[src/hw/rtl/gsp_pkg.sv]
// ----------------------------------------------------------------------------
// gsp_pkg - gradient swatch pixel shared definitions
// Widths, register map, reset values, pipeline split and bundle types.
// ----------------------------------------------------------------------------
package gsp_pkg;

  localparam int MAX_STOPS_DEF  = 4;
  localparam int COORD_BITS_DEF = 12;

  localparam int COLOR_W       = 32;
  localparam int CHAN_W        = 8;
  localparam int COUNT_W       = 3;
  localparam int ROW_W         = 13;
  localparam int TILE_W        = 11;
  localparam int CFG_IDX_W     = 4;
  localparam int NUM_STOP_REGS = 4;

  // pipeline split
  localparam int FRONT_STAGES = 4;
  localparam int LERP_STAGES  = 6;
  localparam int BLEND_STAGES = 2;
  localparam int NUM_STAGES   = FRONT_STAGES + LERP_STAGES + BLEND_STAGES;
  localparam int CHK_FIRST    = 2;
  localparam int CHK_STAGES   = FRONT_STAGES - CHK_FIRST + LERP_STAGES;
  localparam int LDIV_STAGES  = LERP_STAGES - 2;

  localparam logic [CHAN_W-1:0] SHADE_ODD  = 8'd180;
  localparam logic [CHAN_W-1:0] SHADE_EVEN = 8'd220;
  localparam logic [CHAN_W-1:0] BLEND_BIAS = 8'd127;
  localparam logic [CHAN_W-1:0] CHAN_MAX   = 8'd255;

  localparam logic [COLOR_W-1:0] RESET_STOP       = 32'h0000_00FF;
  localparam logic [COUNT_W-1:0] RESET_STOP_COUNT = 3'd1;
  localparam logic [ROW_W-1:0]   RESET_ROW_WIDTH  = 13'd48;
  localparam logic [TILE_W-1:0]  RESET_TILE_SIZE  = 11'd4;

  typedef logic [CFG_IDX_W-1:0] gsp_cfg_idx_t;

  localparam gsp_cfg_idx_t REG_STOP_0        = 4'd0;
  localparam gsp_cfg_idx_t REG_STOP_1        = 4'd1;
  localparam gsp_cfg_idx_t REG_STOP_2        = 4'd2;
  localparam gsp_cfg_idx_t REG_STOP_3        = 4'd3;
  localparam gsp_cfg_idx_t REG_STOP_COUNT    = 4'd4;
  localparam gsp_cfg_idx_t REG_GRADIENT_MODE = 4'd5;
  localparam gsp_cfg_idx_t REG_ROW_WIDTH     = 4'd6;
  localparam gsp_cfg_idx_t REG_TILE_SIZE     = 4'd7;

  // effective settings, derived from the registers
  typedef struct packed {
    logic [COUNT_W-1:0] n;
    logic [COUNT_W-1:0] s;
    logic               stripe;
    logic               lerp;
    logic [ROW_W-1:0]   w;
    logic [ROW_W-1:0]   d;
    logic [TILE_W-1:0]  t;
  } gsp_cfg_t;

  // selected segment for one beat
  typedef struct packed {
    logic               lerp;
    logic [COLOR_W-1:0] a;
    logic [COLOR_W-1:0] b;
    logic [ROW_W-1:0]   r;
  } gsp_seg_t;

endpackage

[src/hw/rtl/gsp_lerp.sv]
// ----------------------------------------------------------------------------
// gsp_lerp - per-channel interpolation between two stops
// Products, rounded numerator, then a pipelined restoring divider by 2*D
// giving two quotient bits per stage. Non-interpolated beats pass stop a.
// ----------------------------------------------------------------------------
module gsp_lerp (
  input  logic                              clk,
  input  logic [gsp_pkg::LERP_STAGES-1:0]   en,
  input  gsp_pkg::gsp_seg_t                 seg,
  input  logic [gsp_pkg::ROW_W-1:0]         d,
  output logic [gsp_pkg::COLOR_W-1:0]       color
);

  localparam int CHW   = gsp_pkg::CHAN_W;
  localparam int NCH   = gsp_pkg::COLOR_W / gsp_pkg::CHAN_W;
  localparam int RW    = gsp_pkg::ROW_W;
  localparam int PW    = RW + CHW;
  localparam int LW    = RW + 1;
  localparam int NW    = LW + CHW;
  localparam int DS    = gsp_pkg::LDIV_STAGES;
  localparam int STEPS = CHW / DS;
  localparam int LS    = gsp_pkg::LERP_STAGES;

  // {remainder, numerator bits left / quotient bits so far}
  function automatic logic [NW-1:0] div_step(logic [NW-1:0] rq, logic [LW-1:0] dv);
    logic [LW:0]    trial;
    logic [LW-1:0]  rem;
    logic [CHW-1:0] q;
    rem   = rq[NW-1:CHW];
    q     = rq[CHW-1:0];
    trial = {rem, q[CHW-1]};
    if (trial >= {1'b0, dv}) begin
      rem = LW'(trial - {1'b0, dv});
      q   = {q[CHW-2:0], 1'b1};
    end else begin
      rem = trial[LW-1:0];
      q   = {q[CHW-2:0], 1'b0};
    end
    return {rem, q};
  endfunction

  logic [NCH-1:0][PW-1:0]  pa;
  logic [NCH-1:0][PW-1:0]  pb;
  logic [NCH-1:0][NW-1:0]  num;
  logic [NCH-1:0][NW-1:0]  rq  [DS];
  logic [NCH-1:0][NW-1:0]  rin [DS];
  logic [NCH-1:0][NW-1:0]  rnx [DS];
  logic [gsp_pkg::COLOR_W-1:0] base [LS];
  logic [LS-1:0]           lerp;
  logic [LW-1:0]           m;

  assign m = {d, 1'b0};

  always_ff @(posedge clk) begin
    if (en[0]) begin
      base[0] <= seg.a;
      lerp[0] <= seg.lerp;
      for (int c = 0; c < NCH; c++) begin
        pa[c] <= PW'(seg.a[CHW*c +: CHW]) * PW'(d - seg.r);
        pb[c] <= PW'(seg.b[CHW*c +: CHW]) * PW'(seg.r);
      end
    end
    for (int i = 1; i < LS; i++) begin
      if (en[i]) begin
        base[i] <= base[i-1];
        lerp[i] <= lerp[i-1];
      end
    end
    if (en[1]) begin
      for (int c = 0; c < NCH; c++) begin
        num[c] <= ((NW'(pa[c]) + NW'(pb[c])) << 1) + NW'(d);
      end
    end
    for (int st = 0; st < DS; st++) begin
      if (en[st + 2]) begin
        rq[st] <= rnx[st];
      end
    end
  end

  always_comb begin
    rin[0] = num;
    for (int st = 1; st < DS; st++) begin
      rin[st] = rq[st-1];
    end
    for (int st = 0; st < DS; st++) begin
      rnx[st] = rin[st];
      for (int i = 0; i < STEPS; i++) begin
        for (int c = 0; c < NCH; c++) begin
          rnx[st][c] = div_step(rnx[st][c], m);
        end
      end
    end
  end

  always_comb begin
    for (int c = 0; c < NCH; c++) begin
      if (lerp[LS-1]) begin
        color[CHW*c +: CHW] = rq[DS-1][c][CHW-1:0];
      end else begin
        color[CHW*c +: CHW] = base[LS-1][CHW*c +: CHW];
      end
    end
  end

endmodule

[config.mk]
export PLATFORM = sky130hd
export DESIGN_NAME = gsp_lerp
export DESIGN_NICKNAME = d
export VERILOG_FILES = /design/src/hw/rtl/gsp_pkg.sv /design/src/hw/rtl/gsp_lerp.sv
export SDC_FILE = /design/constraint.sdc
export NUM_CORES = 2
export LEC_CHECK = 0
export ABC_CLOCK_PERIOD_IN_PS = 10200
export BUFFER_PORTS_ARGS = -buffer_cell sky130_fd_sc_hd__clkbuf_2
export CAP_MARGIN = 40
export CORE_UTILIZATION = 65
export DETAILED_ROUTE_END_ITERATION = 8
export PLACE_DENSITY_LB_ADDON = 0.12
export REMOVE_ABC_BUFFERS = 1
export SLEW_MARGIN = 20
export SYNTH_ARGS = -nofsm -noshare
export SYNTH_HDL_FRONTEND = slang
export SYNTH_SLANG_ARGS = --single-unit
[constraint.sdc]
create_clock -name clk -period 10.2 [get_ports clk]
set_input_delay 0.51 -clock clk [delete_from_list [all_inputs] [get_ports clk]]
set_output_delay 0.51 -clock clk [all_outputs]
set_load 0.01 [all_outputs]
==> run_results.csv <==
group,metric,value,unit
global_routing,grt_max_degree,99,
cells_and_area,drive_gt1_frac,0.0905,
routing,vias,54900,
place,detailedPlacementHpwl,139000,um
critical_path,crit_path_max_incr_delay,0.73,ns
floorplanning,die_width,346,um
floorplanning,initial_utilization,0.659,
sta,fin_skew,0.0245,ns
critical_path,worst_setup_path_start_kind,"primary input",
routing,post_drt_via_cell_ratio,5.94,
clock_tree,number_of_cts_inserted_buffers,83,
synthesis,synth_warnings,0,
global_routing,grt-ovfl-total,0,
sta,max_slew_margin,0.411,
hold_path,hold_path.class,"primary input to register",
clock_tree,cts_setup_buffers,0,
floorplanning,area_enclosed_by_the_die_boundary,0.120,mm2
sta,unrepaired_setup_endpoints_after_global_routing,"no",
global_routing,wire_length_of_the_first_global_routing_pass,291000,um
sta,final.min_clock_period,7.66,ns
clock_tree,clkSinkCount,738,
global_routing,grt_use_total,0.305,
sta,slew_violations,0,
sta,final-setup-viol-count,0,
cells_and_area,layoutNonFillerInstCount,9243,
cells_and_area,filler_instances,8703,
routing,post_detailed_route_count_of_antenna_violating_nets,0,
floorplanning,core-area,0.117,mm2
critical_path,timing.setup.critical_path_class,"primary input to register",
global_routing,initial_antenna_violation_count,2,
synthesis,avgSynthCellArea,10.2,um2
synthesis,cell_variety_after_synth,97,
sta,worst-slew-pin-transition,0.883,ns
routing,drt-wirelength-per-cell,19.7,um
clock_tree,cts_root_buffer,"clkbuf_16",
sta,final_layout_setup_total_negative_slack,0,ns
synthesis,synth_sequential_area_ratio,0.288,
floorplanning,dieHeight,346,um
critical_path,path_common_cell,"fa_1",
cells_and_area,areaGrowthSynthToFinish,6.93,%
routing,first_pass_iters,6,
routing,drt_iter0_markers,3955,
sta,max_clock_freq,0.131,GHz
synthesis,synth-async-reset-ratio,0,
critical_path,cp.required,10.65,ns
clock_tree,clock_slew_at_reported_path_ffs,0.06,ns
place,place_ws,1.94,ns
clock_tree,h_tree_level_count,3,
critical_path,worst-r2r-cell-count,24,
synthesis,synthesis.instances,7553,
routing,drt_drc_violations_left,0,
synthesis,post_synth_instance_area,0.0770,mm2
outcome,status,"finished clean",
job,max-cap-violations,0,
critical_path,critical-path-slowest-cell,"xor2_2",
global_routing,grt_pass1_vias,55600,
cells_and_area,nNetsFinal,9247,
critical_path,critical_path.n_buffers_inverters,6,
clock_tree,cts_hold_buf,1,
critical_path,endpoint_kind,"register",
critical_path,critPathArrivalTime,8.11,ns
floorplanning,floorplan.io_pins,130,
synthesis,synth.ff_latch_count,738,
hold_path,hold_path_depth,1,
sta,count_of_endpoints_failing_hold_in_the_final_timing_report,0,
sta,hold_ws,0.165,ns
place,globalplace.congestion,0.907,
place,buffer_ports.inserted,129,
clock_tree,ctsLongestPathBuffers,3,
clock_tree,tritoncts,"yes",
synthesis,dominantRegCellSynth,"edfxtp_1",
critical_path,cp.depth,30,
clock_tree,clock_insertion_delay_worst_skew,0.64,ns
place,numPlacedInstances,9085,
floorplanning,rows,125,
routing,detail_route.wirelength,182000,um
sta,finalCritPeriodShare,0.751,
sta,final_critical_path_setup_slack,2.54,ns
clock_tree,cts_resized,0,
synthesis,number_of_enable_type_register_cells_in_the_synthesized_netlist,738,
critical_path,worst-path-max-fanout,17,
critical_path,cell_family_contributing_the_most_delay_on_the_critical_path,"adder cells",
-- per-layer routing --
layer	wire [um]	global-route usage	up-vias
li1	-	-	26100
met1	79400	0.413	26900
met2	86400	0.511	1577
met3	10000	0.0344	317
met4	5830	0.0990	2
met5	12	0	-
-- synth_stat cells, types with 8 or more instances --
cell type  number  area (um2)
a211o_1        11        96.3
a211oi_1       44         330
a21boi_0       31         233
a21o_1        216        1620
a21oi_1       368        1840
a221oi_1       25         219
a31o_2         11        96.3
a31oi_1        22         138
a41oi_1        16         140
and2_1        428        2680
and3_1         23         144
buf_2          22         110
clkbuf_1      169         634
edfxtp_1      738       22200
fa_1          647       13000
ha_1          849       10600
inv_1         972        3650
mux2_2        265        2980
mux2i_1        54         541
nand2_1       651        2440
nand2b_1       99         619
nand3_1        90         450
nand4_1        83         519
nand4b_1        9        78.8
nor2_1        282        1060
nor2b_1       133         832
nor3_1         77         385
nor4_1         23         144
o2111ai_1       8        70.1
o211ai_1       27         203
o21a_1         51         383
o21ai_0       261        1310
o21ai_1        19        95.1
o21bai_1       78         586
o31a_1         11        96.3
o31ai_1        13        97.6
o41ai_1        14         123
or2_2          17         106
or3_1          16         100
xnor2_1       402        3520
xor2_1        144        1260
-- cells in the final DEF, fill, tap and decap left out, types with 83 or more instances in the layout --
master     count
a21o_1       216
a21oi_1      367
and2_1       428
clkbuf_16     84
clkbuf_2     123
edfxtp_1     738
fa_1         647
ha_1         848
inv_1        960
mux2_2       265
nand2_1      651
nand2b_1      99
nand3_1       90
nand4_1       83
nor2_1       280
nor2b_1      133
o21ai_0      260
xnor2_1      395
xor2_1       143
-- cell type report --
class / count / area (um2) / area share
Antenna cell: 3 / 7.51 / 0.0000911
Clock inverter: 53 / 583 / 0.00708
Tap cell: 1524 / 1910 / 0.0232
Sequential cell: 738 / 22200 / 0.269
Clock buffer: 95 / 2140 / 0.0260
Multi-Input combinational cell: 5644 / 50500 / 0.613
Inverter: 972 / 3650 / 0.0443
Timing Repair Buffer: 214 / 1400 / 0.0170
-- state kept, by name, indices dropped and copies added (netlist names) --
signal,cells
rq,287
base,192
num,85
pa,84
pb,84
lerp,6
-- through the flow --
step                instance area [um2]  utilization
finish                            82400        0.705
CTS                               82300        0.704
global route                      82400        0.705
detailed placement                79500        0.681
floorplan                         76200            -
global placement                  79400        0.680
-- cell families (layout without fill, tap and decap cells) --
| logic type | after synthesis | count (layout) | share of synthesized area |
|---|---|---|---|
| DFF | 738 | 738 | 0.288 |
| adders and majority gates | 1496 | 1496 | 0.306 |
| and+or+nand+nor | 1973 | 1973 | 0.129 |
| AOI/OAI and AO/OA | 1301 | 1301 | 0.110 |
| xor gates and xnor gates | 547 | 547 | 0.0624 |
| buffers and inverters | 1171 | 1334 | 0.0577 |
| other | 0 | 3 | 0 |
| muxes | 327 | 327 | 0.0472 |
-- final timing paths --
| kind | from | to | slack [ns] |
|---|---|---|---|
| max | d[0] | pa[80]$_DFFE_PP_ | 2.54 |
| min | en[0] | pb[36]$_DFFE_PP_ | 0.16 |
| min reg2reg | num[5]$_DFFE_PP_ | rq[0][7]$_DFFE_PP_ | 0.39 |
| max reg2reg | rq[0][8]$_DFFE_PP_ | rq[1][11]$_DFFE_PP_ | 3.66 |
Power is left out: the tool's default activity adds up to more than one toggle a clock period on the data nets, which glitch-free logic cannot reach.
