File: src/hw/rtl/gsp_pkg.sv
// ----------------------------------------------------------------------------
// gsp_pkg - gradient swatch pixel shared definitions
// Widths, register map, reset values, pipeline split and bundle types.
// ----------------------------------------------------------------------------
package gsp_pkg;

  localparam int MAX_STOPS_DEF  = 4;
  localparam int COORD_BITS_DEF = 12;

  localparam int COLOR_W       = 32;
  localparam int CHAN_W        = 8;
  localparam int COUNT_W       = 3;
  localparam int ROW_W         = 13;
  localparam int TILE_W        = 11;
  localparam int CFG_IDX_W     = 4;
  localparam int NUM_STOP_REGS = 4;

  // pipeline split
  localparam int FRONT_STAGES = 4;
  localparam int LERP_STAGES  = 6;
  localparam int BLEND_STAGES = 2;
  localparam int NUM_STAGES   = FRONT_STAGES + LERP_STAGES + BLEND_STAGES;
  localparam int CHK_FIRST    = 2;
  localparam int CHK_STAGES   = FRONT_STAGES - CHK_FIRST + LERP_STAGES;
  localparam int LDIV_STAGES  = LERP_STAGES - 2;

  localparam logic [CHAN_W-1:0] SHADE_ODD  = 8'd180;
  localparam logic [CHAN_W-1:0] SHADE_EVEN = 8'd220;
  localparam logic [CHAN_W-1:0] BLEND_BIAS = 8'd127;
  localparam logic [CHAN_W-1:0] CHAN_MAX   = 8'd255;

  localparam logic [COLOR_W-1:0] RESET_STOP       = 32'h0000_00FF;
  localparam logic [COUNT_W-1:0] RESET_STOP_COUNT = 3'd1;
  localparam logic [ROW_W-1:0]   RESET_ROW_WIDTH  = 13'd48;
  localparam logic [TILE_W-1:0]  RESET_TILE_SIZE  = 11'd4;

  typedef logic [CFG_IDX_W-1:0] gsp_cfg_idx_t;

  localparam gsp_cfg_idx_t REG_STOP_0        = 4'd0;
  localparam gsp_cfg_idx_t REG_STOP_1        = 4'd1;
  localparam gsp_cfg_idx_t REG_STOP_2        = 4'd2;
  localparam gsp_cfg_idx_t REG_STOP_3        = 4'd3;
  localparam gsp_cfg_idx_t REG_STOP_COUNT    = 4'd4;
  localparam gsp_cfg_idx_t REG_GRADIENT_MODE = 4'd5;
  localparam gsp_cfg_idx_t REG_ROW_WIDTH     = 4'd6;
  localparam gsp_cfg_idx_t REG_TILE_SIZE     = 4'd7;

  // effective settings, derived from the registers
  typedef struct packed {
    logic [COUNT_W-1:0] n;
    logic [COUNT_W-1:0] s;
    logic               stripe;
    logic               lerp;
    logic [ROW_W-1:0]   w;
    logic [ROW_W-1:0]   d;
    logic [TILE_W-1:0]  t;
  } gsp_cfg_t;

  // selected segment for one beat
  typedef struct packed {
    logic               lerp;
    logic [COLOR_W-1:0] a;
    logic [COLOR_W-1:0] b;
    logic [ROW_W-1:0]   r;
  } gsp_seg_t;

endpackage

File: src/hw/rtl/gsp_front.sv
// ----------------------------------------------------------------------------
// gsp_front - input capture, x clamp, segment search and stop selection
// Four stages: capture, clamp and scale, segment compare, stop select.
// ----------------------------------------------------------------------------
module gsp_front #(
  parameter int MAX_STOPS  = gsp_pkg::MAX_STOPS_DEF,
  parameter int COORD_BITS = gsp_pkg::COORD_BITS_DEF
) (
  input  logic                                        clk,
  input  logic [gsp_pkg::FRONT_STAGES-1:0]            en,
  input  logic [COORD_BITS-1:0]                       pos_x,
  input  logic [COORD_BITS-1:0]                       pos_y,
  input  gsp_pkg::gsp_cfg_t                           cfg,
  input  logic [MAX_STOPS-1:0][gsp_pkg::COLOR_W-1:0]  stops,
  output logic [gsp_pkg::ROW_W-1:0]                   xc,
  output logic [COORD_BITS-1:0]                       y,
  output gsp_pkg::gsp_seg_t                           seg
);

  localparam int RW = gsp_pkg::ROW_W;
  localparam int PW = RW + gsp_pkg::COUNT_W;
  localparam int CW = (COORD_BITS > RW) ? COORD_BITS : RW;
  localparam int KB = $clog2(MAX_STOPS);

  logic [COORD_BITS-1:0] x0;
  logic [COORD_BITS-1:0] y0;
  logic [RW-1:0]         xc_next;
  logic [PW-1:0]         p_next;
  logic [PW-1:0]         xn_next;
  logic [PW-1:0]         p1;
  logic [PW-1:0]         xn1;
  logic [KB-1:0]         k_next;
  logic [KB-1:0]         idx_next;
  logic [KB-1:0]         k2;
  logic [KB-1:0]         idx2;
  logic [PW-1:0]         p2;
  logic [KB-1:0]         sel;
  logic [KB-1:0]         k_up;
  gsp_pkg::gsp_seg_t     seg_next;

  always_ff @(posedge clk) begin
    if (en[0]) begin
      x0 <= pos_x;
      y0 <= pos_y;
    end
  end

  always_comb begin
    if (CW'(x0) > CW'(cfg.d)) begin
      xc_next = cfg.d;
    end else begin
      xc_next = RW'(x0);
    end
    p_next  = PW'(xc_next) * PW'(cfg.s);
    xn_next = PW'(xc_next) * PW'(cfg.n);
  end

  always_ff @(posedge clk) begin
    if (en[1]) begin
      xc  <= xc_next;
      y   <= y0;
      p1  <= p_next;
      xn1 <= xn_next;
    end
  end

  // quotients are below the stop count, so count the multiples passed
  always_comb begin
    k_next   = '0;
    idx_next = '0;
    for (int j = 1; j < MAX_STOPS - 1; j++) begin
      if (j < int'(cfg.s) && (PW'(j) * PW'(cfg.d)) <= p1) begin
        k_next = k_next + 1'b1;
      end
    end
    for (int j = 1; j < MAX_STOPS; j++) begin
      if (j < int'(cfg.n) && (PW'(j) * PW'(cfg.w)) <= xn1) begin
        idx_next = idx_next + 1'b1;
      end
    end
  end

  always_ff @(posedge clk) begin
    if (en[2]) begin
      k2   <= k_next;
      idx2 <= idx_next;
      p2   <= p1;
    end
  end

  always_comb begin
    sel = '0;
    if (cfg.lerp) begin
      sel = k2;
    end else if (cfg.stripe) begin
      sel = idx2;
    end
    k_up          = k2 + 1'b1;
    seg_next.lerp = cfg.lerp;
    seg_next.a    = stops[sel];
    seg_next.b    = stops[k_up];
    seg_next.r    = RW'(p2 - PW'(k2) * PW'(cfg.d));
  end

  always_ff @(posedge clk) begin
    if (en[3]) begin
      seg <= seg_next;
    end
  end

endmodule

File: config.mk
export PLATFORM = sky130hd
export DESIGN_NAME = gsp_front
export DESIGN_NICKNAME = d
export VERILOG_FILES = /design/src/hw/rtl/gsp_pkg.sv /design/src/hw/rtl/gsp_front.sv
export SDC_FILE = /design/constraint.sdc
export NUM_CORES = 1
export LEC_CHECK = 0
export ABC_AREA = 1
export CAP_MARGIN = 20
export CORE_MARGIN = 3
export CORE_UTILIZATION = 35
export CTS_CLUSTER_SIZE = 10
export DETAILED_ROUTE_END_ITERATION = 8
export DONT_BUFFER_PORTS = 1
export PLACE_DENSITY_LB_ADDON = 0.05
export SKIP_CTS_REPAIR_TIMING = 1
export SLEW_MARGIN = 10
export SYNTH_ARGS = -nofsm -noshare
export SYNTH_HDL_FRONTEND = slang
export SYNTH_SLANG_ARGS = --single-unit
File: constraint.sdc
create_clock -name clk -period 11.15 [get_ports clk]
set_clock_uncertainty 0.1 [all_clocks]
set_input_delay 0.5575 -clock clk [delete_from_list [all_inputs] [get_ports clk]]
set_output_delay 0.5575 -clock clk [all_outputs]
set_load 0.02 [all_outputs]
==> summary.txt <==
Die
  – DIE WIDTH: 200 µm
  – Initial Utilization: 35.7%
  – Die height: 200 µm
  – Core ar.: 36800 µm²
  – Die ar.: 39900 µm²
  – I/O Pins: 305
  – Standard-cell rows: 70

CTS
  – Maximum buffer depth of the clock tree: 2
  – CTS tree: yes
  – Root Buffer: clkbuf_16
  – H-tree depth: 4
  – Clock Latency Late Sink: 0.46 ns
  – Inserted Clock Buffers: 17
  – Clk sinks: 176
  – Clock-pin slew on the worst setup and hold paths: 0.08 ns

Placed design
  – Port Buffers: 0
  – Post-detail-place hpwl: 27500 µm
  – RD Place Congestion: 0.797

Global route
  – Remaining global-route overflow: 0
  – Vias in the first global route: 9942
  – First-pass GRT wire length: 55800 µm
  – Initial antenna violation count: 0
  – Largest net degree at the start of global routing: 80
  – Total track usage: 18.0%

Run status
  – Outcome: finished clean

Routing
  – Final WL: 36500 µm
  – DRT iter0 DRCs: 572
  – Via count: 10.0k
  – Post-route ant nets: 0
  – Final routed DRC violation total: 0
  – Pre-antenna DRT Iters: 5
  – Drt wl/cell: 18.9 µm
  – DR vias/cell: 5.20

Timing
  – Rel. slew slack: 43.0%
  – Max frequency: 0.198 GHz
  – RSZ-0062 raised after global routing: false
  – Worst slew pin tran: 0.855 ns
  – Max-slew violation count: 0
  – Tcrit/Tclk final: 45.3%
  – Setup TNS: 0 ns
  – Final min period: 5.05 ns
  – Setup violators final: 0
  – Final Hold Viols: 0

Worst setup path
  – CP Max Fanout: 13
  – Crit path cell chain: ha_1, inv_1, nor2_1, nand3_1, nor3_2, nand3_1, nand2_2, nand2_4, nand3_1, fa_1, inv_1, ha_1, inv_1, fa_1, o21ai_0, a21oi_1, o21ai_0, xor2_1
  – Worst Path Arrival: 5.16 ns
  – Slowest stage cell, crit path: nand2_2
  – Buf/Inv on CP: 3
  – Startpoint Class: flop
  – Largest stage delay, worst path: 0.71 ns
  – R2R setup slack: 6.10 ns
  – CP endpoint kind: flop
  – Kind of critical path: reg2reg
  – Crit path required time: 11.25 ns
  – Delay-heaviest family, CP: simple AND/OR/NAND/NOR gates

Yosys
  – Top cells by area, synth: edfxtp_1, ha_1, nand2_1
  – Syn_area_per_cell: 8.96 µm²
  – Netlist cell types: 35
  – Yosys reg bits: 176
  – Sequential element share of the synthesized area: 40.2%
  – YS warnings: 0
  – Post-Syn Instances: 1467
  – Post-Syn Area: 13100 µm²
  – Largest area contributor in the netlist: edfxtp_1
  – Post-synth top area share: 40.2%

Cells and area
  – Final nets: 1823
  – Synth-to-layout area growth: 7.98%
  – Fill count: 3737
  – Fraction of layout cells with a size suffix above 1: 4.66%
  – # diodes: 0

Pwr
  – Power Dens Cells: 186 nW/µm²
  – Power, Total: 2.64 mW
  – VDD IR max: 0.115 mV
  – Static Leakage: 6.32 nW

Min path
  – Worst hold path type: in2reg

Job
  – # Max-Cap Violations: 0
## area by class of cell
class / count / area (µm²) / area share, %
clock buffers: 17 / 425 / 3.00
inverters: 203 / 762 / 5.37
well taps: 468 / 586 / 4.13
clock inverters: 15 / 170 / 1.20
multi-input cells: 1041 / 6900 / 48.6
flip-flops and latches: 176 / 5290 / 37.2
repair buffers: 8 / 60.1 / 0.423
## worst paths after layout
kind         cells after the start          endpoint              from
min reg2reg                      0   y[10]$_DFFE_PP_  y0[10]$_DFFE_PP_
max                             18  p1[12]$_DFFE_PP_   x0[9]$_DFFE_PP_
max reg2reg                     18  p1[12]$_DFFE_PP_   x0[9]$_DFFE_PP_
min                              0   x0[8]$_DFFE_PP_          pos_x[8]
## through the flow
| stage | hold slack [ns] | cell area [µm²] | cells | setup slack [ns] | utilization (%) |
|---|---|---|---|---|---|
| floorplan | 0.300 | 13200 | 1472 | 7.25 | - |
| global placement | 0.300 | 13600 | 1896 | 5.91 | 37.0 |
| detailed placement | 0.305 | 13600 | 1896 | 5.88 | 37.0 |
| CTS | 0.0566 | 14200 | 1928 | 6.07 | 38.6 |
| global route | 0.0554 | 14200 | 1928 | 5.53 | 38.6 |
| finish | 0.0880 | 14200 | 1928 | 6.10 | 38.6 |
## cell usage in the layout (no fill, tap or decap)
| cell type | netlist | final |
|---|---|---|
| nand2_1 | 253 | 252 |
| inv_1 | 202 | 202 |
| edfxtp_1 | 176 | 176 |
| ha_1 | 138 | 138 |
| nor2_1 | 115 | 113 |
| nand3_1 | 101 | 101 |
| o21ai_0 | 95 | 94 |
| a21oi_1 | 81 | 81 |
| fa_1 | 36 | 36 |
| o211ai_1 | 33 | 33 |
| a22oi_1 | 32 | 32 |
| o22ai_1 | 32 | 32 |
| xor2_1 | 30 | 30 |
| xnor2_1 | 17 | 17 |
| clkbuf_16 | 0 | 17 |
| nand3_2 | 10 | 10 |
| nand2_4 | 9 | 9 |
| and2_1 | 9 | 9 |
| a31oi_1 | 8 | 8 |
| nand4_1 | 8 | 8 |
| buf_4 | 2 | 8 |
| o21bai_1 | 7 | 7 |
| conb_1 | 2 | 7 |
| a21o_1 | 6 | 6 |
| inv_8 | 0 | 6 |
| nand2_2 | 4 | 5 |
| clkinvlp_4 | 0 | 4 |
| nor3_1 | 3 | 3 |
| o21a_1 | 2 | 2 |
| nand3b_1 | 2 | 2 |
| nor2_2 | 0 | 2 |
| inv_6 | 0 | 2 |
| nor3_2 | 1 | 1 |
| nor3b_1 | 1 | 1 |
| and3_1 | 1 | 1 |
| clkinv_1 | 1 | 1 |
| o21ai_2 | 0 | 1 |
| bufinv_16 | 0 | 1 |
| clkinv_4 | 0 | 1 |
| clkinv_8 | 0 | 1 |
## sequential cells by signal (all words and copies together) (netlist names)
name	flops
seg	78
p1	16
xn1	16
p2	13
xc	13
x0	12
y0	12
y	12
idx2	2
k2	2
## metal layers
metal | part of all wire [%] | track usage, % | up-vias
met5 | 0 | 0 | -
met4 | 1.9 | 5.22 | 0
met3 | 7.7 | 5.24 | 37
met2 | 48 | 30.7 | 298
met1 | 42 | 22.4 | 4719
li1 | - | - | 4978
## worst reg2reg max path, cell delays in order, from the launching register on
cell	delay (ns)
edfxtp_1	0.40
ha_1	0.29
inv_1	0.04
nor2_1	0.07
nand3_1	0.12
nor3_2	0.24
nand3_1	0.58
nand2_2	0.71
nand2_4	0.15
nand3_1	0.12
fa_1	0.41
inv_1	0.06
ha_1	0.14
inv_1	0.07
fa_1	0.43
o21ai_0	0.35
a21oi_1	0.20
o21ai_0	0.24
xor2_1	0.09
## cell families after synthesis
group,count (synthesis),share of synthesized area [%]
buf+inv,255,7.49
other cells,2,0.0571
flops,176,40.2
fa+ha+maj,174,18.6
xor+xnor,47,3.13
compound gates,296,13.2
simple gates,517,17.3
## Yosys cell counts
master and number:
buf_4 2, fa_1 36, o21bai_1 7, xnor2_1 17, and3_1 1, conb_1 2, inv_1 202, nand3_2 10
nand3_1 101, clkbuf_1 45, o211ai_1 33, o22ai_1 32, a21o_1 6, a22oi_1 32, nand3b_1 2, a21oi_1 81
nor3_2 1, nand2_4 9, nor3_1 3, o21ai_0 95, nand2_2 4, buf_2 3, nand4_1 8, o21a_1 2
a31oi_1 8, ha_1 138, buf_1 1, and2_1 9, xor2_1 30, nand2_1 253, clkinv_1 1, nor2_1 115
nor3b_1 1, edfxtp_1 176, buf_12 1
## where the power goes
part	switching, mW	internal (mW)	total (mW)
logic	0.578	0.359	0.937
clock network	0.307	0.320	0.627
registers	0.155	0.923	1.08
total	1.04	1.60	2.64
(Power assumes the default switching activity.)
