<file path="src/hw/rtl/gsp_pkg.sv">
// ----------------------------------------------------------------------------
// gsp_pkg - gradient swatch pixel shared definitions
// Widths, register map, reset values, pipeline split and bundle types.
// ----------------------------------------------------------------------------
package gsp_pkg;

  localparam int MAX_STOPS_DEF  = 4;
  localparam int COORD_BITS_DEF = 12;

  localparam int COLOR_W       = 32;
  localparam int CHAN_W        = 8;
  localparam int COUNT_W       = 3;
  localparam int ROW_W         = 13;
  localparam int TILE_W        = 11;
  localparam int CFG_IDX_W     = 4;
  localparam int NUM_STOP_REGS = 4;

  // pipeline split
  localparam int FRONT_STAGES = 4;
  localparam int LERP_STAGES  = 6;
  localparam int BLEND_STAGES = 2;
  localparam int NUM_STAGES   = FRONT_STAGES + LERP_STAGES + BLEND_STAGES;
  localparam int CHK_FIRST    = 2;
  localparam int CHK_STAGES   = FRONT_STAGES - CHK_FIRST + LERP_STAGES;
  localparam int LDIV_STAGES  = LERP_STAGES - 2;

  localparam logic [CHAN_W-1:0] SHADE_ODD  = 8'd180;
  localparam logic [CHAN_W-1:0] SHADE_EVEN = 8'd220;
  localparam logic [CHAN_W-1:0] BLEND_BIAS = 8'd127;
  localparam logic [CHAN_W-1:0] CHAN_MAX   = 8'd255;

  localparam logic [COLOR_W-1:0] RESET_STOP       = 32'h0000_00FF;
  localparam logic [COUNT_W-1:0] RESET_STOP_COUNT = 3'd1;
  localparam logic [ROW_W-1:0]   RESET_ROW_WIDTH  = 13'd48;
  localparam logic [TILE_W-1:0]  RESET_TILE_SIZE  = 11'd4;

  typedef logic [CFG_IDX_W-1:0] gsp_cfg_idx_t;

  localparam gsp_cfg_idx_t REG_STOP_0        = 4'd0;
  localparam gsp_cfg_idx_t REG_STOP_1        = 4'd1;
  localparam gsp_cfg_idx_t REG_STOP_2        = 4'd2;
  localparam gsp_cfg_idx_t REG_STOP_3        = 4'd3;
  localparam gsp_cfg_idx_t REG_STOP_COUNT    = 4'd4;
  localparam gsp_cfg_idx_t REG_GRADIENT_MODE = 4'd5;
  localparam gsp_cfg_idx_t REG_ROW_WIDTH     = 4'd6;
  localparam gsp_cfg_idx_t REG_TILE_SIZE     = 4'd7;

  // effective settings, derived from the registers
  typedef struct packed {
    logic [COUNT_W-1:0] n;
    logic [COUNT_W-1:0] s;
    logic               stripe;
    logic               lerp;
    logic [ROW_W-1:0]   w;
    logic [ROW_W-1:0]   d;
    logic [TILE_W-1:0]  t;
  } gsp_cfg_t;

  // selected segment for one beat
  typedef struct packed {
    logic               lerp;
    logic [COLOR_W-1:0] a;
    logic [COLOR_W-1:0] b;
    logic [ROW_W-1:0]   r;
  } gsp_seg_t;

endpackage

</file>
<file path="src/hw/rtl/gsp_blend.sv">
// ----------------------------------------------------------------------------
// gsp_blend - alpha blend over the checkerboard shade
// Stage one forms both products per channel, stage two adds, rounds and
// divides by 255 with the add-and-shift identity into the output register.
// ----------------------------------------------------------------------------
module gsp_blend (
  input  logic                               clk,
  input  logic [gsp_pkg::BLEND_STAGES-1:0]   en,
  input  logic [gsp_pkg::COLOR_W-1:0]        color,
  input  logic                               odd,
  output logic [gsp_pkg::CHAN_W-1:0]         out_red,
  output logic [gsp_pkg::CHAN_W-1:0]         out_green,
  output logic [gsp_pkg::CHAN_W-1:0]         out_blue
);

  localparam int CHW  = gsp_pkg::CHAN_W;
  localparam int CLW  = gsp_pkg::COLOR_W;
  localparam int NOUT = 3;
  localparam int MW   = 2 * CHW;
  localparam int SW   = MW + 1;

  logic [CHW-1:0]           alpha;
  logic [CHW-1:0]           shade;
  logic [NOUT-1:0][MW-1:0]  m_col;
  logic [NOUT-1:0][MW-1:0]  m_bg;
  logic [NOUT-1:0][SW-1:0]  sum;
  logic [NOUT-1:0][SW-1:0]  quo;

  assign alpha = color[CHW-1:0];
  assign shade = odd ? gsp_pkg::SHADE_ODD : gsp_pkg::SHADE_EVEN;

  always_ff @(posedge clk) begin
    if (en[0]) begin
      for (int c = 0; c < NOUT; c++) begin
        m_col[c] <= MW'(color[CLW-1-CHW*c -: CHW]) * MW'(alpha);
        m_bg[c]  <= MW'(shade) * MW'(gsp_pkg::CHAN_MAX - alpha);
      end
    end
  end

  // floor(v / 255) = (v + (v >> 8) + 1) >> 8 for v below 65535
  always_comb begin
    for (int c = 0; c < NOUT; c++) begin
      sum[c] = SW'(m_col[c]) + SW'(m_bg[c]) + SW'(gsp_pkg::BLEND_BIAS);
      quo[c] = (sum[c] + (sum[c] >> CHW) + SW'(1)) >> CHW;
    end
  end

  always_ff @(posedge clk) begin
    if (en[1]) begin
      out_red   <= quo[0][CHW-1:0];
      out_green <= quo[1][CHW-1:0];
      out_blue  <= quo[2][CHW-1:0];
    end
  end

endmodule

</file>
<file path="config.mk">
export PLATFORM = sky130hd
export DESIGN_NAME = gsp_blend
export DESIGN_NICKNAME = d
export VERILOG_FILES = /design/src/hw/rtl/gsp_pkg.sv /design/src/hw/rtl/gsp_blend.sv
export SDC_FILE = /design/constraint.sdc
export NUM_CORES = 1
export LEC_CHECK = 0
export BUFFER_PORTS_ARGS = -buffer_cell sky130_fd_sc_hd__buf_2
export CAP_MARGIN = 20
export CELL_PAD_IN_SITES_DETAIL_PLACEMENT = 1
export CELL_PAD_IN_SITES_GLOBAL_PLACEMENT = 2
export CORE_MARGIN = 2
export CORE_UTILIZATION = 45
export CTS_CLUSTER_SIZE = 30
export DETAILED_ROUTE_END_ITERATION = 6
export PLACE_DENSITY = 0.95
export SLEW_MARGIN = 20
export SYNTH_ARGS = -nofsm -noshare
export SYNTH_HDL_FRONTEND = slang
export SYNTH_SLANG_ARGS = --single-unit
</file>
<file path="constraint.sdc">
create_clock -name clk -period 11.7 [get_ports clk]
set_clock_uncertainty 0.2 [all_clocks]
set_input_delay 1.755 -clock clk [delete_from_list [all_inputs] [get_ports clk]]
set_output_delay 1.755 -clock clk [all_outputs]
set_load 0.03 [all_outputs]
</file>
==> results of run 1 <==
flip-flops by register name, indices dropped and copies added, names as in the netlist:
signal	count
out_blue	8
out_green	8
out_red	8
m_bg	14
m_col	48
logic make-up after synthesis:
family	count (synthesis)	share of synthesized area, %
AND/OR/NAND/NOR	392	15.4
adder cells (fa/ha/maj)	387	41.5
buffers and inverters	306	8.19
AO/OA/AOI/OAI	203	9.80
XOR/XNOR	105	6.53
flip-flops	86	18.3
multiplexers	3	0.213
other	1	0.0266
metrics by stage:
| stage | cell area, um^2 | util [%] |
|---|---|---|
| after floorplan | 14100 | - |
| after global placement | 14800 | 48.2 |
| after detailed placement | 14800 | 48.2 |
| after CTS | 15100 | 49.3 |
| after global routing | 15100 | 49.3 |
| final | 15100 | 49.3 |
layout make-up:
| type | count | area share [%] |
|---|---|---|
| clock buffer | 10 | 1.52 |
| clock inverter | 6 | 0.621 |
| inverter | 281 | 6.98 |
| multi-input combinational | 1091 | 68.5 |
| sequential | 86 | 17.1 |
| tap | 396 | 3.28 |
| timing repair buffer | 60 | 2.00 |
synthesized netlist by cell type (3+ instances only):
cell type and instances:
xor2_1 25, edfxtp_1 86, nand2_1 84, a21oi_2 3, or2_2 6, o21ai_0 29
a41oi_1 4, and4_1 5, mux2i_1 3, inv_1 281, o21bai_1 16, nand2b_1 7
o211ai_1 5, a31o_2 5, nor3_1 19, nor2b_1 14, or3_1 4, a31oi_1 3
buf_2 4, and2_1 155, o21a_1 4, a21oi_1 64, xnor2_1 80, nor2_1 46
nor3b_1 3, nand3_1 20, ha_1 253, clkbuf_1 20, nor4_1 4, a211oi_1 15
o31ai_1 3, nand4_1 4, a21o_1 25, fa_1 134
per-layer routing:
metal / GRT usage [%] / share of wire [%]
met4: 5.29 / 1.4
met5: 0 / 0
met3: 1.67 / 2.5
met2: 37.8 / 51
met1: 27.3 / 46
path summary, 6_finish.rpt:
check,startpoint,to,slack (ps),cells past startpoint
worst min-delay path,m_col[30]$_DFFE_PP_,out_green[7]$_DFFE_PP_,840,4
worst max register to register,m_bg[35]$_DFFE_PP_,out_green[7]$_DFFE_PP_,6370,21
worst max-delay path,color[2],m_col[15]$_DFFE_PP_,5580,15
worst min register to register,m_col[30]$_DFFE_PP_,out_green[7]$_DFFE_PP_,840,4
worst max-delay path, cell delays in order:
cell and delay, ps:
buf_2 480, nand2_1 170, fa_1 540, fa_1 550
inv_1 50, fa_1 470, inv_1 50, fa_1 470
inv_1 40, ha_1 320, a21o_1 190, a31o_2 250
and4_1 210, o31a_1 310, xnor2_1 130
==> impl_metrics.tcl, run 1 <==
set metrics [dict create \
    post-route-period-util_pct 52.3 \
    core_mm2 0.0307 \
    diodes 0 \
    synth_top_area_share_pct 22.5 \
    start_kind "input pin" \
    cts_setup_buffers 0 \
    crit_arrival_ps 6020 \
    dieHeight_um 181 \
    num_rows 64 \
    cts_buffers 9 \
    max_freq_ghz 0.163 \
    post-place-ws_ps 5170 \
    multi_input_area_mm2 0.0103 \
    grt_pass1_vias 11300 \
    final_cell_mix "281 x inv_1, 253 x ha_1, 155 x and2_1" \
    critical_path_peak_fanout 29 \
    ant_nets 0 \
    drive_gt1_share_pct 7.17 \
    grtUsageTotal_pct 21.0 \
    critPathRequiredTime_ps 11600 \
    ys_top_cells_by_area "ha_1 22%, fa_1 19%, edfxtp_1 18%" \
    gp_congestion 0.829 \
    finalNetCount 1952 \
    die_w_um 181 \
    hpwl_um 28100 \
    final-instance-count-excl-fill 1930 \
    drt_pass1_iterations 4 \
    synth-seq-cells 86 \
    io_buffers 59 \
    worstSetupEndpointType "flip-flop" \
    grt_first_pass_wirelength_um 55700 \
    dp.cells 1914 \
    nFillCells 3581 \
    synthArstFlopShare_pct 0 \
    yosysSeqAreaShare_pct 18.3 \
    setup_ws_ps 5580 \
    synth_edf_count 86 \
    outcome "completed" \
    ys_types 70 \
    wl_per_cell_um 17.1 \
    synth_cells 1483 \
    tightest_slew_ps 810 \
    yosysTopAreaCell "ha_1" \
    drv_cap 0 \
    viasPerCell 5.26 \
    initial_core_util_pct 45.9 \
    root_buffer "clkbuf_16" \
    critPathKind "in -> reg" \
    relSlewSlack_pct 46.0 \
    area_growth_pct 7.26 \
    ctsResizeCount 0 \
    layout_commonest_cell "inv_1" \
    overflow 0 \
    path_clk_slew_ps 70 \
    die_area_mm2 0.0327 \
    holdWs_ps 843 \
    cts-hold-fix-buffers 0 \
    cts-htree-levels 3 \
    num_vias 10100 \
    drc 0 \
    io_pins 60 \
    synthesis.area_mm2 0.0141 \
    regArea_mm2 0.00258 \
    insertion_delay_ps 360 \
    grt_start_max_net_pins 63 \
    postSynthNetCount 1906 \
    ys.flop_type "edfxtp_1" \
    rsz0062_at_grt "false" \
    fin_crit_ps 6120 \
    timing_hold_violations_final 0 \
    avgSynthCellArea_um2 9.50 \
    antenna_found_initial 0 \
    cts_sinks 86 \
    min_path_type "reg -> reg" \
    drv_slew 0 \
    synth_warnings 0 \
    clk_path_buf_depth 2 \
    setup_tns_ps 0 \
    routed_wl_um 33100 \
    cts_tree "built" \
    first_iter_violations 339 \
    setup_violations 0 \
]
Power of run 1 is not shown: default switching activity piles up to over one toggle a cycle in this logic, so the estimate is an artifact.
==> run 2, diff against run 1 <==
--- a/config.mk
+++ b/config.mk
@@ -10,10 +10,10 @@
 export CELL_PAD_IN_SITES_DETAIL_PLACEMENT = 1
 export CELL_PAD_IN_SITES_GLOBAL_PLACEMENT = 2
 export CORE_MARGIN = 2
-export CORE_UTILIZATION = 45
+export CORE_UTILIZATION = 42
 export CTS_CLUSTER_SIZE = 30
 export DETAILED_ROUTE_END_ITERATION = 6
-export PLACE_DENSITY = 0.95
+export PLACE_DENSITY = 0.89
 export SLEW_MARGIN = 20
 export SYNTH_ARGS = -nofsm -noshare
 export SYNTH_HDL_FRONTEND = slang
==> constraint.sdc (replaced) <==
create_clock -name clk -period 6.1 [get_ports clk]
set_clock_uncertainty 0.2 [all_clocks]
set_input_delay 0.915 -clock clk [delete_from_list [all_inputs] [get_ports clk]]
set_output_delay 0.915 -clock clk [all_outputs]
set_load 0.03 [all_outputs]
==> impl_metrics.tcl, run 2 (same netlist as run 1, synthesis figures left out) <==
set metrics [dict create \
    critical_path_peak_fanout 4 \
    hold_path_depth 2 \
    setup_violations 0 \
    reg2reg_from "m_bg[34]$_DFFE_PP_" \
    insertion_delay_ps 360 \
    grt_start_max_net_pins 63 \
    outcome "completed" \
    path_clk_slew_ps 60 \
    tightest_slew_ps 828 \
    diodes 0 \
    cts_buffers 9 \
    hp-start "color[16]" \
    root_buffer "clkbuf_16" \
    layout_commonest_cell "inv_1" \
    antenna_found_initial 0 \
    crit_arrival_ps 5230 \
    reg2reg_to "out_green[7]$_DFFE_PP_" \
    initial_core_util_pct 42.3 \
    fin_crit_ps 5330 \
    final_cell_mix "281 x inv_1, 253 x ha_1, 155 x and2_1" \
    worstSetupEndpointType "flip-flop" \
    largest_register_ffs 48 \
    grt_pass1_vias 11000 \
    critPathKind "reg -> reg" \
    cts-hold-fix-buffers 0 \
    worst-r2r-cell-count 21 \
    ant_nets 0 \
    wl_per_cell_um 16.4 \
    crit_chain "inv_1, ha_1, inv_1, ha_1, a211oi_1, and4bb_2, o31ai_1, o21bai_1, a21oi_1, o21bai_1, a21oi_1, xnor2_1, ha_1, nand3_1, a211oi_1, a21oi_1, a2111oi_2, nand2_2, nor3_4, nand3_1, xnor2_1" \
    largest_registers "m_col: 48 flops, m_bg: 14 flops" \
    area_growth_pct 7.99 \
    drive_gt1_share_pct 7.47 \
    critPathRequiredTime_ps 6000 \
    max_freq_ghz 0.188 \
    drv_cap 0 \
    timing_hold_violations_final 0 \
    rsz0062_at_grt "false" \
    core_mm2 0.0333 \
    num_rows 67 \
    reg2reg_setup_slack_ps 770 \
    die_w_um 187 \
    cts_tree "built" \
    drt_pass1_iterations 5 \
    slowest_delay_ps 480 \
    first_iter_violations 416 \
    start_kind "flip-flop" \
    post-route-period-util_pct 87.4 \
    cts_sinks 86 \
    io_buffers 59 \
    drv_slew 0 \
    whs_endpoint "m_col[16]$_DFFE_PP_" \
    setup_tns_ps 0 \
    cts-htree-levels 3 \
    slowest_stage "a2111oi_2" \
    clk_path_buf_depth 2 \
    io_pins 60 \
    die_area_mm2 0.0350 \
    ctsResizeCount 0 \
    drc 0 \
    num_vias 10100 \
    grtUsageTotal_pct 19.3 \
    grt_first_pass_wirelength_um 54700 \
    regMostFlops "m_col" \
    cts_setup_buffers 0 \
    gp_congestion 0.806 \
    hpwl_um 27600 \
    min_path_type "in -> reg" \
    dieHeight_um 187 \
    relSlewSlack_pct 44.8 \
    finalNetCount 1957 \
    viasPerCell 5.08 \
    routed_wl_um 32700 \
    overflow 0 \
]
run 2: changes by cell type in the layout (fill, tap and decap cells not counted):
| cell | change |
|---|---|
| buf_4 | +5 |
| clkinv_2 | -1 |
| inv_8 | -1 |
| clkinv_4 | +2 |
run 2: critical path, delay by kind of cell, from the launching register on:
kind / cells / cell delay, ps
AO/OA/AOI/OAI: 9 / 2230
XOR/XNOR: 2 / 250
adder cells (fa/ha/maj): 3 / 880
buffers and inverters: 2 / 300
flip-flops: 1 / 360
AND/OR/NAND/NOR: 5 / 870
run 2: worst max-delay path by stage:
stage	start	to	slack [ps]
after floorplan	color[6]	m_col[15]$_DFFE_PP_	790
after global placement	color[3]	m_col[31]$_DFFE_PP_	630
after detailed placement	color[3]	m_col[31]$_DFFE_PP_	490
after CTS	m_bg[34]$_DFFE_PP_	out_green[7]$_DFFE_PP_	640
after global routing	m_bg[34]$_DFFE_PP_	out_green[7]$_DFFE_PP_	310
final	m_bg[34]$_DFFE_PP_	out_green[7]$_DFFE_PP_	770
run 2: metal layers:
metal / part of all wire [%] / vias to the layer above / GRT usage (%)
li1: - / 5000 / -
met1: 48 / 4981 / 26.0
met2: 49 / 92 / 33.9
met5: 0 / - / 0
met4: 0.99 / 0 / 3.75
met3: 2.1 / 18 / 1.88
run 2: metrics by stage:
stage / setup WS [ps] / hold WS [ps] / cells / cell area, um^2 / util, %
detailed placement: 492 / 819 / 1971 / 14900 / 44.7
floorplan: 793 / 710 / 1483 / 14100 / -
finish: 768 / 798 / 1987 / 15200 / 45.7
global placement: 632 / 797 / 1971 / 14900 / 44.7
global route: 311 / 812 / 1987 / 15200 / 45.7
CTS: 637 / 797 / 1987 / 15200 / 45.7
run 2: final cells by class:
type,instances,area (um^2)
clock buffers,10,229
clock inverters,6,95.1
fillers,3837,18100
inverters,281,1050
multi-input cells,1091,10300
flip-flops and latches,86,2580
well taps,448,561
repair buffers,65,340
Power of run 2 is left out for the same reason.
==> run 3, diff against run 2 <==
--- a/config.mk
+++ b/config.mk
@@ -13,7 +13,8 @@
 export CORE_UTILIZATION = 42
 export CTS_CLUSTER_SIZE = 30
 export DETAILED_ROUTE_END_ITERATION = 6
-export PLACE_DENSITY = 0.89
+export PLACE_DENSITY_LB_ADDON = 0.15
+export SKIP_LAST_GASP = 1
 export SLEW_MARGIN = 20
 export SYNTH_ARGS = -nofsm -noshare
 export SYNTH_HDL_FRONTEND = slang
==> impl_metrics.tcl, run 3 (same netlist as run 1, synthesis figures left out) <==
set metrics [dict create \
    path_clk_slew_ps 70 \
    finalNetCount 1954 \
    viasPerCell 5.04 \
    grtUsageMet2_pct 31.9 \
    setup_violations 0 \
    wl_per_cell_um 16.2 \
    num_vias 9994 \
    worstSetupEndpointType "flip-flop" \
    nFillCells 3846 \
    critical_path_peak_fanout 4 \
    grt_start_max_net_pins 63 \
    die_w_um 187 \
    multi_input_area_mm2 0.0103 \
    cts_buffers 9 \
    drv_slew 0 \
    overflow 0 \
    core_mm2 0.0333 \
    hpwl_um 26900 \
    cts-hold-fix-buffers 0 \
    cts-htree-levels 3 \
    drc 0 \
    root_buffer "clkbuf_16" \
    cts_tree "built" \
    reg2reg_from "m_bg[34]$_DFFE_PP_" \
    grt_pass1_vias 10600 \
    cts_setup_buffers 0 \
    setup_tns_ps 0 \
    cts_sinks 86 \
    io_pins 60 \
    min_path_type "in -> reg" \
    tightest_slew_ps 841 \
    critPathKind "reg -> reg" \
    grt_most_used_layer "met2" \
    outcome "completed" \
    dieHeight_um 187 \
    met1_usage_pct 26.9 \
    antenna_found_initial 0 \
    drt_pass1_iterations 4 \
    relSlewSlack_pct 44.0 \
    io_buffers 59 \
    timing_hold_violations_final 0 \
    post-route-period-util_pct 89.7 \
    hp-start "color[16]" \
    drv_cap 0 \
    initial_core_util_pct 42.3 \
    layout_commonest_cell "inv_1" \
    clk_path_buf_depth 2 \
    regArea_mm2 0.00258 \
    met3_usage_pct 1.97 \
    area_growth_pct 7.63 \
    largest_register_ffs 48 \
    diodes 0 \
    die_area_mm2 0.0350 \
    fin_crit_ps 5470 \
    ctsResizeCount 0 \
    final_cell_mix "281 x inv_1, 253 x ha_1, 155 x and2_1" \
    crit_arrival_ps 5380 \
    ant_nets 0 \
    max_freq_ghz 0.183 \
    rsz0062_at_grt "false" \
    routed_wl_um 32100 \
    startpoint "m_bg[34]$_DFFE_PP_" \
    critPathRequiredTime_ps 6000 \
    insertion_delay_ps 360 \
    grtUsageTotal_pct 19.3 \
    num_rows 67 \
    first_iter_violations 291 \
    drive_gt1_share_pct 7.29 \
    grt_first_pass_wirelength_um 54100 \
    start_kind "flip-flop" \
    gp_congestion 0.796 \
    regMostFlops "m_col" \
    largest_registers "m_col: 48 flops, m_bg: 14 flops" \
]
[run 3: cell count changes in the layout (fill, tap and decap cells not counted)]
cell	change
clkinv_1	+1
buf_4	-3
bufinv_16	-1
clkbuf_1	-1
inv_6	+1
clkinv_2	+2
clkinv_4	-2
[run 3: stage by stage]
step | hold WS [ps] | setup WS, ps | util (%) | std cells | cell area [um^2]
after floorplan | 710 | 793 | - | 1483 | 14100
after global placement | 832 | 489 | 44.7 | 1968 | 14900
after detailed placement | 838 | 396 | 44.7 | 1968 | 14900
after CTS | 785 | 500 | 45.6 | 1984 | 15200
after global routing | 823 | 136 | 45.6 | 1984 | 15200
final | 806 | 625 | 45.6 | 1984 | 15200
[run 3: cell type report]
cell class | count | share of cell area [%]
Clock buffer | 9 | 1.49
Clock inverter | 7 | 0.462
Inverter | 281 | 6.96
Multi-Input combinational cell | 1091 | 68.3
Sequential cell | 86 | 17.0
Tap cell | 448 | 3.70
Timing Repair Buffer | 62 | 2.10
[run 3: final timing paths]
kind,to,slack (ps),cells after the start
hold / removal,m_col[16]$_DFFE_PP_,810,2
setup / recovery,out_green[7]$_DFFE_PP_,630,21
setup reg to reg,out_green[7]$_DFFE_PP_,630,21
hold reg to reg,out_green[7]$_DFFE_PP_,830,4
[run 3: metal layers]
metal	wire [um]	vias to the layer above
met4	604	0
met3	705	26
met2	14700	83
met1	16100	4887
met5	0	-
li1	-	4998
[run 3: critical path, cell delays in order, from the launching register on]
cell and delay, ps:
edfxtp_1 380, inv_1 260, ha_1 300, inv_1 100, ha_1 250, a211oi_1 460
and4bb_2 290, o31ai_1 380, o21bai_1 110, a21oi_1 240, o21bai_1 90, a21oi_1 170
xnor2_1 100, ha_1 340, nor2_1 60, nor2_1 150, a2111oi_0 180, a2111oi_2 550
nand2_2 170, nor3_4 190, nand3_1 120, xnor2_1 150
Power of run 3 is left out for the same reason.
